`src/design/u16u8_pkg.sv`:
```
// Shared types, constants and the UTF-8 encode function for the UTF-16 to UTF-8 transcoder.
// No dependencies; every other design file but u16u8_if imports this package.
package u16u8_pkg;

  localparam int ByteW       = 8;
  localparam int HighBitsW   = 10;
  localparam int CodePointW  = 21;
  localparam int MaxBytes    = 4;
  localparam int ByteIdxW    = 2;
  localparam int QueueDepthDefault = 4;

  // Surrogate prefixes (top six bits of a code unit)
  localparam logic [5:0] HighSurrPrefix = 6'b110110;
  localparam logic [5:0] LowSurrPrefix  = 6'b110111;

  // Offset of the supplementary planes, in units of 1024 code points
  localparam logic [HighBitsW:0] SuppPlaneBase = 11'd64;

  // One unit of work for the back end: up to four bytes, or a marker
  typedef struct packed {
    logic [MaxBytes-1:0][ByteW-1:0] byte_seq;   // first byte in entry 0
    logic [ByteIdxW-1:0]            last_idx;   // index of the final result
    logic                           has_byte;
    logic                           str_end;
    logic                           bad;
  } job_t;

  function automatic job_t u16u8_encode(input logic [CodePointW-1:0] cp,
                                        input logic last);
    job_t j;
    j          = '0;
    j.has_byte = 1'b1;
    j.str_end  = last;
    if (cp < 21'h80) begin
      j.byte_seq[0] = cp[7:0];
      j.last_idx    = 2'd0;
    end else if (cp < 21'h800) begin
      j.byte_seq[0] = {3'b110, cp[10:6]};
      j.byte_seq[1] = {2'b10, cp[5:0]};
      j.last_idx    = 2'd1;
    end else if (cp < 21'h10000) begin
      j.byte_seq[0] = {4'b1110, cp[15:12]};
      j.byte_seq[1] = {2'b10, cp[11:6]};
      j.byte_seq[2] = {2'b10, cp[5:0]};
      j.last_idx    = 2'd2;
    end else begin
      j.byte_seq[0] = {5'b11110, cp[20:18]};
      j.byte_seq[1] = {2'b10, cp[17:12]};
      j.byte_seq[2] = {2'b10, cp[11:6]};
      j.byte_seq[3] = {2'b10, cp[5:0]};
      j.last_idx    = 2'd3;
    end
    return j;
  endfunction

  function automatic job_t u16u8_marker(input logic str_end, input logic bad);
    job_t j;
    j         = '0;
    j.str_end = str_end;
    j.bad     = bad;
    return j;
  endfunction

endpackage

```
`src/design/u16u8_if.sv`:
```
// Valid/ready stream interfaces for the transcoder: UTF-16 units in, UTF-8 results out.
// Depends on nothing; used by the top level and its sub-blocks.
interface u16u8_unit_if;
  logic        valid;
  logic        ready;
  logic [15:0] code_unit;
  logic        unit_last;

  modport source (output valid, code_unit, unit_last, input ready);
  modport sink   (input valid, code_unit, unit_last, output ready);
endinterface

interface u16u8_byte_if;
  logic       valid;
  logic       ready;
  logic [7:0] out_byte;
  logic       has_byte;
  logic       run_last;
  logic       string_end;
  logic       bad_pair;

  modport source (output valid, out_byte, has_byte, run_last, string_end, bad_pair,
                  input ready);
  modport sink   (input valid, out_byte, has_byte, run_last, string_end, bad_pair,
                  output ready);
endinterface

```
`src/design/utf16_to_utf8_transcoder.sv`:
```
// UTF-16 to UTF-8 transcoder. A unit accepted by the front end goes into the job queue; the
// back end moves its results from the queue head into the output register, which sets the
// throughput of one result per cycle unless the output stalls: a unit yields 1 to 4 results (a
// pair 4, a held high surrogate none). Input is taken whenever the job queue has room.
// Synchronous reset rst clears the surrogate hold, the discard flag, the queue and the output.
// Depends on u16u8_pkg, u16u8_if and the front, queue and back sub-blocks.
module utf16_to_utf8_transcoder
  import u16u8_pkg::*;
#(
  parameter int QueueDepth = QueueDepthDefault
) (
  input  logic          clk,
  input  logic          rst,
  u16u8_unit_if.sink    units,
  u16u8_byte_if.source  bytes
);

  // Front end -> queue: one job per unit that yields results
  logic push;
  job_t push_job;
  logic q_full;

  // Queue -> back end: head job, drained one result per transfer
  logic q_empty;
  logic pop;
  job_t head;

  // Classify units, pair surrogates, hold discard state
  u16u8_front u_front (
    .clk      (clk),
    .rst      (rst),
    .units    (units),
    .q_full   (q_full),
    .push     (push),
    .push_job (push_job)
  );

  // Decouple the two sides so input keeps flowing while bytes drain
  u16u8_queue #(
    .Depth (QueueDepth)
  ) u_queue (
    .clk      (clk),
    .rst      (rst),
    .push     (push),
    .push_job (push_job),
    .full     (q_full),
    .pop      (pop),
    .empty    (q_empty),
    .head     (head)
  );

  // Emit the job's bytes or marker, one transfer per cycle while the output is not stalled
  u16u8_back u_back (
    .clk     (clk),
    .rst     (rst),
    .q_empty (q_empty),
    .head    (head),
    .pop     (pop),
    .bytes   (bytes)
  );

endmodule

```
`src/design/u16u8_front.sv`:
```
// Front end: accepts code units, pairs surrogates, tracks discard state, builds jobs.
// Depends on u16u8_pkg and u16u8_unit_if.
module u16u8_front
  import u16u8_pkg::*;
(
  input  logic               clk,
  input  logic               rst,
  u16u8_unit_if.sink         units,
  input  logic               q_full,
  output logic               push,
  output job_t               push_job
);

  logic [HighBitsW-1:0] held_high_bits, held_high_bits_next;
  logic                 held_valid, held_valid_next;
  logic                 discarding, discarding_next;

  logic                 take;
  logic                 is_high, is_low;
  logic [HighBitsW:0]   plane;
  logic [CodePointW-1:0] pair_cp;

  assign units.ready = !q_full;
  assign take        = units.valid && units.ready;

  assign is_high = (units.code_unit[15:10] == HighSurrPrefix);
  assign is_low  = (units.code_unit[15:10] == LowSurrPrefix);
  assign plane   = {1'b0, held_high_bits} + SuppPlaneBase;
  assign pair_cp = {plane, units.code_unit[9:0]};

  always_comb begin
    held_high_bits_next = held_high_bits;
    held_valid_next     = held_valid;
    discarding_next     = discarding;
    push                = 1'b0;
    push_job            = u16u8_encode({5'd0, units.code_unit}, units.unit_last);
    if (take) begin
      priority if (discarding) begin
        // drop units until the end of the string, then mark the end
        push            = units.unit_last;
        push_job        = u16u8_marker(1'b1, 1'b0);
        discarding_next = !units.unit_last;
      end else if (held_valid) begin
        held_valid_next     = 1'b0;
        held_high_bits_next = '0;
        push                = 1'b1;
        if (is_low) begin
          push_job = u16u8_encode(pair_cp, units.unit_last);
        end else begin
          push_job        = u16u8_marker(units.unit_last, 1'b1);
          discarding_next = !units.unit_last;
        end
      end else if (is_high) begin
        if (units.unit_last) begin
          // lone high surrogate at the end: drop it, keep the end marker
          push     = 1'b1;
          push_job = u16u8_marker(1'b1, 1'b0);
        end else begin
          held_valid_next     = 1'b1;
          held_high_bits_next = units.code_unit[HighBitsW-1:0];
        end
      end else begin
        push = 1'b1;
      end
    end
  end

  always_ff @(posedge clk) begin
    if (rst) begin
      held_high_bits <= '0;
      held_valid     <= 1'b0;
      discarding     <= 1'b0;
    end else begin
      held_high_bits <= held_high_bits_next;
      held_valid     <= held_valid_next;
      discarding     <= discarding_next;
    end
  end

endmodule

```
`src/design/u16u8_queue.sv`:
```
// Small job queue between the front and back ends of the transcoder.
// Depends on u16u8_pkg.
module u16u8_queue
  import u16u8_pkg::*;
#(
  parameter int Depth = QueueDepthDefault
) (
  input  logic clk,
  input  logic rst,
  input  logic push,
  input  job_t push_job,
  output logic full,
  input  logic pop,
  output logic empty,
  output job_t head
);

  localparam int PtrW = (Depth > 1) ? $clog2(Depth) : 1;
  localparam int CntW = $clog2(Depth + 1);

  job_t            store [Depth];
  logic [PtrW-1:0] wr_ptr, rd_ptr;
  logic [CntW-1:0] count;
  logic            do_push, do_pop;

  assign full    = (count == CntW'(Depth));
  assign empty   = (count == '0);
  assign do_push = push && !full;
  assign do_pop  = pop && !empty;
  assign head    = store[rd_ptr];

  always_ff @(posedge clk) begin
    if (do_push) begin
      store[wr_ptr] <= push_job;
    end
  end

  always_ff @(posedge clk) begin
    if (rst) begin
      wr_ptr <= '0;
      rd_ptr <= '0;
      count  <= '0;
    end else begin
      if (do_push) begin
        wr_ptr <= (wr_ptr == PtrW'(Depth - 1)) ? '0 : wr_ptr + 1'b1;
      end
      if (do_pop) begin
        rd_ptr <= (rd_ptr == PtrW'(Depth - 1)) ? '0 : rd_ptr + 1'b1;
      end
      unique case ({do_push, do_pop})
        2'b10:   count <= count + 1'b1;
        2'b01:   count <= count - 1'b1;
        default: count <= count;
      endcase
    end
  end

endmodule

```
`src/design/u16u8_back.sv`:
```
// Back end: walks the bytes of the queue head and drives the registered output channel.
// Depends on u16u8_pkg and u16u8_byte_if.
module u16u8_back
  import u16u8_pkg::*;
(
  input  logic          clk,
  input  logic          rst,
  input  logic          q_empty,
  input  job_t          head,
  output logic          pop,
  u16u8_byte_if.source  bytes
);

  logic [ByteIdxW-1:0] idx;
  logic                o_valid;
  logic [ByteW-1:0]    o_byte;
  logic                o_has, o_run_last, o_str_end, o_bad;
  logic                advance, emit, at_end;

  assign advance = !o_valid || bytes.ready;
  assign emit    = advance && !q_empty;
  assign at_end  = (idx == head.last_idx);
  assign pop     = emit && at_end;

  always_ff @(posedge clk) begin
    if (emit) begin
      o_byte     <= head.byte_seq[idx];
      o_has      <= head.has_byte;
      o_run_last <= at_end;
      o_str_end  <= at_end && head.str_end;
      o_bad      <= head.bad;
    end
  end

  always_ff @(posedge clk) begin
    if (rst) begin
      o_valid <= 1'b0;
      idx     <= '0;
    end else begin
      if (advance) begin
        o_valid <= !q_empty;
      end
      if (emit) begin
        idx <= at_end ? '0 : idx + 1'b1;
      end
    end
  end

  assign bytes.valid      = o_valid;
  assign bytes.out_byte   = o_byte;
  assign bytes.has_byte   = o_has;
  assign bytes.run_last   = o_run_last;
  assign bytes.string_end = o_str_end;
  assign bytes.bad_pair   = o_bad;

endmodule
```
`src/flat_wrapper.sv`:
```
// flat-port wrapper written by rule: the top's interface ports become plain ports
module utf16_to_utf8_transcoder_flat import u16u8_pkg::*;
#(
  parameter int QueueDepth = QueueDepthDefault
)
  (clk, rst, units_valid, units_code_unit, units_unit_last, units_ready, bytes_valid, bytes_out_byte, bytes_has_byte, bytes_run_last, bytes_string_end, bytes_bad_pair, bytes_ready);
  u16u8_unit_if units_i ();
  u16u8_byte_if bytes_i ();
  input  logic clk;
  input  logic rst;
  input wire logic [$bits(units_i.valid)-1:0] units_valid;
  input wire logic [$bits(units_i.code_unit)-1:0] units_code_unit;
  input wire logic [$bits(units_i.unit_last)-1:0] units_unit_last;
  output wire logic [$bits(units_i.ready)-1:0] units_ready;
  output wire logic [$bits(bytes_i.valid)-1:0] bytes_valid;
  output wire logic [$bits(bytes_i.out_byte)-1:0] bytes_out_byte;
  output wire logic [$bits(bytes_i.has_byte)-1:0] bytes_has_byte;
  output wire logic [$bits(bytes_i.run_last)-1:0] bytes_run_last;
  output wire logic [$bits(bytes_i.string_end)-1:0] bytes_string_end;
  output wire logic [$bits(bytes_i.bad_pair)-1:0] bytes_bad_pair;
  input wire logic [$bits(bytes_i.ready)-1:0] bytes_ready;
  assign units_i.valid = units_valid;
  assign units_i.code_unit = units_code_unit;
  assign units_i.unit_last = units_unit_last;
  assign units_ready = units_i.ready;
  assign bytes_valid = bytes_i.valid;
  assign bytes_out_byte = bytes_i.out_byte;
  assign bytes_has_byte = bytes_i.has_byte;
  assign bytes_run_last = bytes_i.run_last;
  assign bytes_string_end = bytes_i.string_end;
  assign bytes_bad_pair = bytes_i.bad_pair;
  assign bytes_i.ready = bytes_ready;
  utf16_to_utf8_transcoder #(.QueueDepth(QueueDepth)) u_core (.clk(clk), .rst(rst), .units(units_i), .bytes(bytes_i));
endmodule
```
`config.mk`:
```
export PLATFORM = sky130hd
export DESIGN_NAME = utf16_to_utf8_transcoder_flat
export DESIGN_NICKNAME = d
export VERILOG_FILES = /design/src/design/u16u8_pkg.sv /design/src/design/u16u8_if.sv /design/src/design/utf16_to_utf8_transcoder.sv /design/src/design/u16u8_front.sv /design/src/design/u16u8_queue.sv /design/src/design/u16u8_back.sv /design/src/flat_wrapper.sv
export SDC_FILE = /design/constraint.sdc
export NUM_CORES = 1
export LEC_CHECK = 0
export ABC_AREA = 1
export BUFFER_PORTS_ARGS = -buffer_cell sky130_fd_sc_hd__buf_4
export CAP_MARGIN = 20
export CORE_MARGIN = 4
export CORE_UTILIZATION = 50
export CTS_BUF_LIST = sky130_fd_sc_hd__clkbuf_8
export CTS_CLUSTER_DIAMETER = 60
export DETAILED_ROUTE_END_ITERATION = 6
export PLACE_DENSITY = 0.69
export SLEW_MARGIN = 25
export SYNTH_ARGS = -nofsm -noshare
export SYNTH_HDL_FRONTEND = slang
export SYNTH_SLANG_ARGS = --single-unit
```
`constraint.sdc`:
```
create_clock -name clk -period 4.29 [get_ports clk]
set_clock_uncertainty 0.15 [all_clocks]
set_input_delay 0.858 -clock clk [delete_from_list [all_inputs] [get_ports clk]]
set_output_delay 0.858 -clock clk [all_outputs]
set_load 0.01 [all_outputs]
```
==> metrics.cfg, run 1 <==
[floorplanning]
rows = 45
ios = 35
die-area_um2 = 17800
core_region_area_um2 = 15300
die_x_um = 133
initial_utilization = 0.513
fp.dieH_um = 133

[route]
drcViolationCount = 0
vias_per_cell = 5.88
vias = 6119
wire_per_inst_um = 19.6
drt_pass1_iterations = 5
wirelength_mm = 20.4
postRouteAntennaNets = 0
drtIter0Drc = 645

[logic_synthesis]
syn_nets = 815
synthArstFlopShare = 0
synth_edf_count = 144
synth_common_cells = edfxtp_1 (144), nand2_1 (134), nor2_1 (104)
synth_area_um2 = 7850
synth_flop_cell = edfxtp_1
yosysWarnings = 0
synth_cells = 786
seq_area_frac_synth = 0.612
synth_top_area_share = 0.551
ys_ff_latch = 168
synth_cell_types = 43
syn_avg_cell_area_um2 = 9.99
yosysMostFrequentCell = edfxtp_1
synth.area.top_cells = edfxtp_1 (55%), nand2_1 (6.4%), dfxtp_1 (6.1%), o21ai_0 (5.3%), nor2_1 (5.0%)
yosys.area.top_type = edfxtp_1

[power]
p_leak_nw = 3.20
peakVddDrop_v = 0.000318
powerDensity_nw_per_um2 = 537

[critical_path]
worstSetupPathType = register to register
critPathSlowestCell = dfxtp_1
path_delay_family = flip-flops
crit_top_cell = nand2_1
critPathArrivalTime_ns = 3.21
crit_cells = 11
slowest_delay_ns = 0.73
worst_setup_path_start_kind = register
r2r_slack_ns = 1.28
r2r_cells = 11
rr_startpoint = u_core.u_front.held_valid$_SDFFE_PP0P_
reg2reg_to = u_core.u_queue.count[2]$_SDFFE_PP0P_
crit_end = u_core.u_queue.count[2]$_SDFFE_PP0P_
worstPathCellList = inv_1 > nand2_1 > nand2_1 > ha_1 > inv_1 > fa_1 > nor2_1 > nor2_1 > nand2_1 > o21ai_0 > a21oi_1
cp-startpoint = u_core.u_front.held_valid$_SDFFE_PP0P_
worstPathMaxFanout = 23
cp-end-kind = register
critical_path_buf_inv_count = 2
worstPathRequired_ns = 4.49

[place]
postPlaceCellArea_um2 = 8330
port_buffers = 34
place_hpwl_mm = 13.2
gp_congestion = 1.03

[sta]
worst_pin_slew_ns = 0.740
slew-limit-headroom = 0.506
slew_violations = 0
fin_tns_setup_ns = 0
finalCritPeriodShare = 0.702
final.min_clock_period_ns = 3.01
fmax_ghz = 0.332
rsz0062_at_grt = no
hold_viol_final = 0
setup-violations-final = 0

[global_routing]
grt_start_max_net_pins = 63
grt_overflow = 0
grt_pass1_vias = 6041
antenna_found_initial = 0
track_usage = 0.233
grt_pass1_wl_mm = 31.9

[layout]
final_area_um2 = 8690
fillers = 1309
nNetsFinal = 845
drive_above_1_share = 0.131
area_delta_synth_final_pct = 10.6
num_antenna_cells = 0

[clock_network]
worstSkewPairLatency_ns = 0.45
cts_tree = yes
ctsHoldBuffers = 0
clock_path_buffers = 2
htreeDepth = 4
cts-root-buf = clkbuf_8
cts_buffers = 17
postCtsSetupBuffers = 0
cts_resized = 0
cts_sinks = 168
clk_pin_slew_ns = 0.09

[flow_run]
maxCapViolations = 0

[min_path]
hold_path.class = register to register

[outcome]
outcome = complete, no violations

[routing by layer]
layer,vias to the layer above,GRT usage,wire (µm)
li1,2839,-,-
met1,2941,0.313,8350
met2,280,0.374,9670
met3,59,0.0351,1650
met4,0,0.114,680
met5,-,0,0
[worst min-delay path by stage]
stage	start	end	slack, ns	depth (start not counted)
finish	u_core.u_front.held_high_bits[4]$_SDFFE_PP0P_	u_core.u_front.held_high_bits[4]$_SDFFE_PP0P_	0.35	2
global route	u_core.u_front.held_high_bits[4]$_SDFFE_PP0P_	u_core.u_front.held_high_bits[4]$_SDFFE_PP0P_	0.37	2
CTS	u_core.u_front.held_high_bits[4]$_SDFFE_PP0P_	u_core.u_front.held_high_bits[4]$_SDFFE_PP0P_	0.35	2
detailed placement	u_core.u_front.held_high_bits[4]$_SDFFE_PP0P_	u_core.u_front.held_high_bits[4]$_SDFFE_PP0P_	0.33	2
global placement	u_core.u_front.held_high_bits[4]$_SDFFE_PP0P_	u_core.u_front.held_high_bits[4]$_SDFFE_PP0P_	0.32	2
floorplan	u_core.u_front.held_high_bits[4]$_SDFFE_PP0P_	u_core.u_front.held_high_bits[4]$_SDFFE_PP0P_	0.31	2
[power by group]
part | internal, mW | switching, mW | leakage (nW)
Clock | 0.494 | 0.530 | 0.207
Sequential | 2.07 | 0.116 | 1.53
Combinational | 0.458 | 0.999 | 1.46
Total | 3.02 | 1.65 | 3.20
[flip-flops by register name (all words and copies together) (netlist names), named ones only]
register and count:
u_core.u_back.bytes.bad_pair 1, u_core.u_back.bytes.valid 1, u_core.u_queue.wr_ptr 2, u_core.u_back.bytes.out_byte 8
u_core.u_back.idx 2, u_core.u_front.discarding 1, u_core.u_queue.store 132, u_core.u_front.held_high_bits 10
u_core.u_queue.count 3, u_core.u_front.held_valid 1, u_core.u_queue.rd_ptr 2, u_core.u_back.bytes.run_last 1
u_core.u_back.bytes.has_byte 1, u_core.u_back.bytes.string_end 1
[per-stage QoR]
stage	instances	hold WS [ns]	setup WS (ns)	util	power (mW)
after global routing	1040	0.372	1.04	0.567	4.93
after CTS	1040	0.346	1.31	0.567	4.69
after floorplan	786	0.307	1.00	-	3.13
final	1040	0.345	1.28	0.567	4.67
after detailed placement	1008	0.334	1.04	0.544	3.68
after global placement	1008	0.323	1.15	0.544	3.61
[logic make-up after synthesis]
group | after synthesis | synth area share
xor+xnor | 3 | 0.00335
compound gates | 169 | 0.125
flops | 168 | 0.612
fa+ha+maj | 8 | 0.0137
buf+inv | 100 | 0.0508
simple gates | 338 | 0.196
[cells in the final DEF (no fill, tap or decap), types with 7 or more instances in the layout]
cell,instances
inv_1,59
o21ai_0,83
inv_2,9
clkbuf_8,20
nand2_1,134
buf_4,44
o221ai_1,21
ha_1,7
a21oi_1,34
nand4_1,10
dfxtp_1,23
nand3_1,61
o22ai_1,10
edfxtp_1,144
nor2_1,100
[tightest hold or removal path: cells and delay by family, from the launching register on]
kind               cells  cell delay (ns)
DFF                    1             0.33
and+or+nand+nor        1             0.07
AOI/OAI and AO/OA      1             0.06
[area by class of cell]
cell class              instances  area (µm²)  share of cell area
well taps                     211         264              0.0304
clock inverters                12        87.6              0.0101
multi-input cells             518        2670               0.307
repair buffers                 44         330              0.0380
clock buffers                  20         275              0.0317
flip-flops and latches        168        4810               0.553
inverters                      67         255              0.0294
Power figures use the tool's default switching activity.
==> run 2, diff against run 1 <==
clock period = 2.8 ns   (was 4.29 ns; I/O delays follow)
==> run 2 against run 1 <==
Effect of this change: design area increased by 1.9%; final cell count increased by 1.2%; wire length decreased by 1.5%; setup slack got worse by 0.93 ns; worst hold slack got worse by 0.13 ns; clock-buffer cell count decreased by 3; clock power increased by 67%; register-to-register slack got worse by 0.93 ns; critical endpoint unchanged; largest cell class unchanged; largest power group unchanged.
==> metrics.cfg, run 2 (synthesis gave the netlist of run 1 again) <==
[outcome]
outcome = complete, no violations  ; unchanged

[route]
wirelength_mm = 20.1  ; was 20.4 mm
drtIter0Drc = 484  ; was 645
vias_per_cell = 5.75  ; was 5.88
dr_wl_met2_mm = 9.89  ; was 9.67 mm
maxUsedRoutingLayer = met4  ; unchanged
drcViolationCount = 0  ; unchanged
drt_pass1_iterations = 5  ; unchanged
wl_met3_mm = 1.38  ; was 1.65 mm
wire_per_inst_um = 19.1  ; was 19.6 µm
postRouteAntennaNets = 0  ; unchanged
met1_length_mm = 8.38  ; was 8.35 mm
vias = 6051  ; was 6,119

[layout]
area_delta_synth_final_pct = 12.7  ; was 10.6%
final_cell_mix = edfxtp_1 (144), nand2_1 (134), nor2_1 (100), o21ai_0 (83), nand3_1 (61)  ; unchanged
final_common_cell = edfxtp_1  ; unchanged
regMostFlops = u_core.u_queue.store  ; unchanged
final_core_util = 0.578  ; was 0.567
drive_above_1_share = 0.144  ; was 0.131
largest_reg_flops = 132  ; unchanged
seqCellArea_um2 = 4810  ; unchanged
num_antenna_cells = 0  ; unchanged
multiInputGateArea_um2 = 2670  ; about the same
fillers = 1323  ; was 1,309
nNetsFinal = 857  ; was 845
final_cells = 1052  ; was 1,040

[floorplanning]
initial_utilization = 0.513  ; unchanged
ios = 35  ; unchanged
fp.dieH_um = 133  ; unchanged
rows = 45  ; unchanged
core_region_area_um2 = 15300  ; unchanged
die-area_um2 = 17800  ; unchanged
die_x_um = 133  ; unchanged

[power]
p_leak_nw = 3.27  ; was 3.20 nW
powerDensity_nw_per_um2 = 828  ; was 537 nW/µm²
fin_total_pwr_mw = 7.33  ; was 4.67 mW
peakVddDrop_v = 0.000482  ; was 0.000318 V

[global_routing]
track_usage = 0.230  ; was 0.233
grt_start_max_net_pins = 41  ; was 63
grt_pass1_wl_mm = 31.4  ; was 31.9 mm
antenna_found_initial = 0  ; unchanged
grt_overflow = 0  ; unchanged
grt_pass1_vias = 5764  ; was 6,041

[place]
placed_cells = 1020  ; was 1,008
gp_congestion = 0.939  ; was 1.03
place_hpwl_mm = 13.6  ; was 13.2 mm
port_buffers = 34  ; unchanged

[critical_path]
cp-end-kind = register  ; unchanged
critPathArrivalTime_ns = 2.69  ; was 3.21 ns
worstPathMaxFanout = 8  ; was 23
worstPathRequired_ns = 3.04  ; was 4.49 ns
worstSetupPathType = register to register  ; unchanged
worst_setup_path_start_kind = register  ; unchanged

[clock_network]
cts_tree = yes  ; unchanged
postCtsSetupBuffers = 0  ; unchanged
clock_path_buffers = 2  ; unchanged
ctsHoldBuffers = 0  ; unchanged
htreeDepth = 4  ; unchanged
cts_resized = 0  ; unchanged
clk_pin_slew_ns = 0.08  ; was 0.09 ns
cts-root-buf = clkbuf_8  ; unchanged
cts_buffers = 17  ; unchanged
cts_sinks = 168  ; unchanged
worstSkewPairLatency_ns = 0.45  ; about the same

[sta]
slew-limit-headroom = 0.568  ; was 0.506
setup-violations-final = 0  ; unchanged
finalCritPeriodShare = 0.876  ; was 0.702
rsz0062_at_grt = no  ; unchanged
slew_violations = 0  ; unchanged
final.min_clock_period_ns = 2.45  ; was 3.01 ns
hold_viol_final = 0  ; unchanged
worst_pin_slew_ns = 0.647  ; was 0.740 ns
fmax_ghz = 0.408  ; was 0.332 GHz

[min_path]
hold_path.class = input port to register  ; was register to register

[flow_run]
maxCapViolations = 0  ; unchanged

## run 2: stage by stage
step                cell area, µm²  setup TNS [ns]  setup slack, ns  hold WS (ns)
floorplan                     7860          -24.80           -0.188         0.307
global placement              8460               0            0.156         0.325
detailed placement            8460               0            0.162         0.330
CTS                           8850               0            0.334         0.194
global route                  8850               0            0.138         0.188
finish                        8850               0            0.347         0.216
## run 2: path summary, 6_finish.rpt
kind                                                                    start                                            end  slack, ns  depth (start not counted)
worst max-delay path                                                 register           u_core.u_queue.count[2]$_SDFFE_PP0P_       0.35                         14
worst min register to register  u_core.u_front.held_high_bits[4]$_SDFFE_PP0P_  u_core.u_front.held_high_bits[4]$_SDFFE_PP0P_       0.35                          2
worst min-delay path                                          units_unit_last         u_core.u_front.discarding$_SDFFE_PP0N_       0.22                          2
worst max register to register                                       register           u_core.u_queue.count[2]$_SDFFE_PP0P_       0.35                         14
## run 2: cell type report
type	count	area share
sequential	168	0.543
multi-input combinational	518	0.301
clock inverter	15	0.0179
inverter	67	0.0288
timing repair buffer	56	0.0531
tap	211	0.0298
clock buffer	17	0.0264
## run 2: where the power goes
group / internal (mW) / switching, mW / total [mW]
clock: 0.868 / 0.834 / 1.70
sequential: 3.17 / 0.116 / 3.29
combinational: 0.765 / 1.58 / 2.34
total: 4.81 / 2.53 / 7.33
## run 2: worst max-delay path, cell delays in order, from the launching register on
cell,delay [ns]
dfxtp_1,0.40
buf_4,0.20
nand3_1,0.09
nand2_1,0.08
xor2_1,0.14
nand2_1,0.15
nor2_4,0.17
ha_1,0.16
inv_1,0.06
fa_1,0.38
nor2_1,0.11
nor2_1,0.05
nand2_1,0.07
o21ai_0,0.07
a21oi_1,0.13
## run 2: routing by layer
metal	vias to the layer above	track usage
met1	2902	0.311
met2	252	0.378
met3	32	0.0412
li1	2865	-
met4	0	0.0777
met5	-	0
==> run 3, diff against run 2 <==
CTS_BUF_LIST = not set   (was sky130_fd_sc_hd__clkbuf_8)
PLACE_DENSITY = 0.67   (was 0.69)
==> run 3 against run 2 <==
Effect of this change: critical path depth shrank 5; clock-buffer cell count is 1 higher; combinational power is essentially flat; largest cell class unchanged; register-to-register slack about the same; non-clock buffer count stayed put; highest routed layer unchanged; maximum frequency up 0.35%; critical path type unchanged; core utilization rose by 1.4 points; sequential cell count did not move.
==> metrics.cfg, run 3 (synthesis gave the netlist of run 1 again) <==
[floorplanning]
initial_utilization = 0.513  ; unchanged
ios = 35  ; unchanged
die_x_um = 133  ; unchanged
core_region_area_um2 = 15300  ; unchanged
fp.dieH_um = 133  ; unchanged
die-area_um2 = 17800  ; unchanged
rows = 45  ; unchanged

[route]
drtIter0Drc = 482  ; was 484
vias = 6032  ; was 6,051
vias_per_cell = 5.74  ; was 5.75
drcViolationCount = 0  ; unchanged
wirelength_mm = 20.9  ; was 20.1 mm
postRouteAntennaNets = 0  ; unchanged
drt_pass1_iterations = 4  ; was 5
wire_per_inst_um = 19.8  ; was 19.1 µm

[clock_network]
cts_tree = yes  ; unchanged
worstSkewPairLatency_ns = 0.42  ; was 0.45 ns
cts-root-buf = clkbuf_16  ; was clkbuf_8
postCtsSetupBuffers = 0  ; unchanged
ctsHoldBuffers = 0  ; unchanged
cts_resized = 0  ; unchanged
clk_pin_slew_ns = 0.06  ; was 0.08 ns
cts_buffers = 17  ; unchanged
clock_path_buffers = 2  ; unchanged
cts_sinks = 168  ; unchanged
htreeDepth = 4  ; unchanged

[layout]
fillers = 1293  ; was 1,323
nNetsFinal = 857  ; unchanged
final_cell_mix = edfxtp_1 (144), nand2_1 (134), nor2_1 (100), o21ai_0 (83), nand3_1 (61)  ; unchanged
area_delta_synth_final_pct = 15.5  ; was 12.7%
drive_above_1_share = 0.144  ; about the same
largest_reg_flops = 132  ; unchanged
final_cells = 1051  ; was 1,052
final_common_cell = edfxtp_1  ; unchanged
num_antenna_cells = 0  ; unchanged
final_core_util = 0.592  ; was 0.578
regMostFlops = u_core.u_queue.store  ; unchanged
final_area_um2 = 9070  ; was 8850 µm²

[power]
clkPwrFrac = 0.290  ; was 0.232
p_leak_nw = 3.36  ; was 3.27 nW
p_comb_frac = 0.296  ; was 0.319
p_int_mw = 5.32  ; was 4.81 mW
swShare = 0.329  ; was 0.344
p_switching_mw = 2.61  ; was 2.53 mW
p_seq_frac = 0.414  ; was 0.449
powerDensity_nw_per_um2 = 874  ; was 828 nW/µm²
peakVddDrop_v = 0.000506  ; was 0.000482 V

[outcome]
outcome = complete, no violations  ; unchanged

[global_routing]
grt_start_max_net_pins = 63  ; was 41
grt_pass1_wl_mm = 32.8  ; was 31.4 mm
grt_pass1_vias = 5902  ; was 5,764
antenna_found_initial = 0  ; unchanged
grt_overflow = 0  ; unchanged
track_usage = 0.241  ; was 0.230

[min_path]
hold_path.class = input port to register  ; unchanged
hold_depth = 2  ; unchanged

[critical_path]
critPathArrivalTime_ns = 2.47  ; was 2.69 ns
cp-end-kind = register  ; unchanged
worstPathRequired_ns = 2.83  ; was 3.04 ns
worstSetupPathType = register to register  ; unchanged
worstPathMaxFanout = 12  ; was 8
worst_setup_path_start_kind = register  ; unchanged
r2r_cells = 9  ; was 14

[sta]
finalCritPeriodShare = 0.873  ; was 0.876
rsz0062_at_grt = no  ; unchanged
fmax_ghz = 0.409  ; was 0.408 GHz
fin_ws_ns = 0.355  ; was 0.347 ns
worst_pin_slew_ns = 0.663  ; was 0.647 ns
slew_violations = 0  ; unchanged
final.min_clock_period_ns = 2.44  ; was 2.45 ns
slew-limit-headroom = 0.557  ; was 0.568
hold_viol_final = 0  ; unchanged
timing.hold.ws_ns = 0.244  ; was 0.216 ns
setup-violations-final = 0  ; unchanged

[place]
place_hpwl_mm = 14.2  ; was 13.6 mm
placed_cells = 1020  ; unchanged
place_ws_ns = 0.135  ; was 0.162 ns
gp_congestion = 0.924  ; was 0.939
postPlaceCellArea_um2 = 8490  ; was 8460 µm²
port_buffers = 34  ; unchanged

[flow_run]
maxCapViolations = 0  ; unchanged

==> run 3: changes by cell type in the layout (fill, tap and decap cells not counted) <==
cell	change
inv_1	-2
clkbuf_8	-17
buf_16	+3
buf_4	+1
buf_12	-4
nor2_4	+3
clkinv_4	+1
clkinvlp_4	-1
clkbuf_1	+1
clkbuf_16	+17
nor2_2	-3
==> run 3: per-layer routing <==
layer	wire [µm]	part of all wire	global-route usage
met5	0	0	0
met4	390	0.019	0.0743
met3	1080	0.052	0.0427
met2	10300	0.49	0.395
met1	9130	0.44	0.331
==> run 3: stage by stage <==
step	total power, mW	TNS, ns
after floorplan	4.80	-24.80
final	7.93	0
after global routing	8.37	0
after CTS	7.98	0
after global placement	5.58	0
after detailed placement	5.68	0
==> run 3: worst paths after layout <==
| path | from | slack [ns] | to |
|---|---|---|---|
| setup / recovery | u_core.u_front.held_high_bits[7]$_SDFFE_PP0P_ | 0.36 | u_core.u_queue.store[1][22]$_DFFE_PP_ |
| hold / removal | units_unit_last | 0.24 | u_core.u_front.discarding$_SDFFE_PP0N_ |
| setup reg to reg | u_core.u_front.held_high_bits[7]$_SDFFE_PP0P_ | 0.36 | u_core.u_queue.store[1][22]$_DFFE_PP_ |
| hold reg to reg | u_core.u_front.held_high_bits[4]$_SDFFE_PP0P_ | 0.35 | u_core.u_front.held_high_bits[4]$_SDFFE_PP0P_ |
==> run 3: cell type report <==
type | count | area [µm²] | share of cell area
clock buffers | 18 | 429 | 0.0473
clock inverters | 13 | 153 | 0.0168
inverters | 67 | 255 | 0.0281
multi-input cells | 518 | 2680 | 0.296
flip-flops and latches | 168 | 4810 | 0.530
well taps | 211 | 264 | 0.0291
repair buffers | 56 | 480 | 0.0530
==> run 3: power by group through the flow <==
stage / sequential (mW) / clock [mW] / combinational (mW)
after CTS: 3.29 / 2.33 / 2.37
after floorplan: 3.37 / 0 / 1.43
after detailed placement: 3.33 / 0 / 2.35
after global routing: 3.32 / 2.45 / 2.60
final: 3.28 / 2.30 / 2.35
after global placement: 3.33 / 0 / 2.24
==> run 3: worst max-delay path: stages (launching register included) <==
cell and delay, ns:
dfxtp_1 0.39, ha_1 0.20, nand2_1 0.06, nand2_1 0.11, nand3_2 0.13, nor2_8 0.20
nand2_2 0.18, nor2_4 0.27, a22oi_1 0.13, o21ai_1 0.37
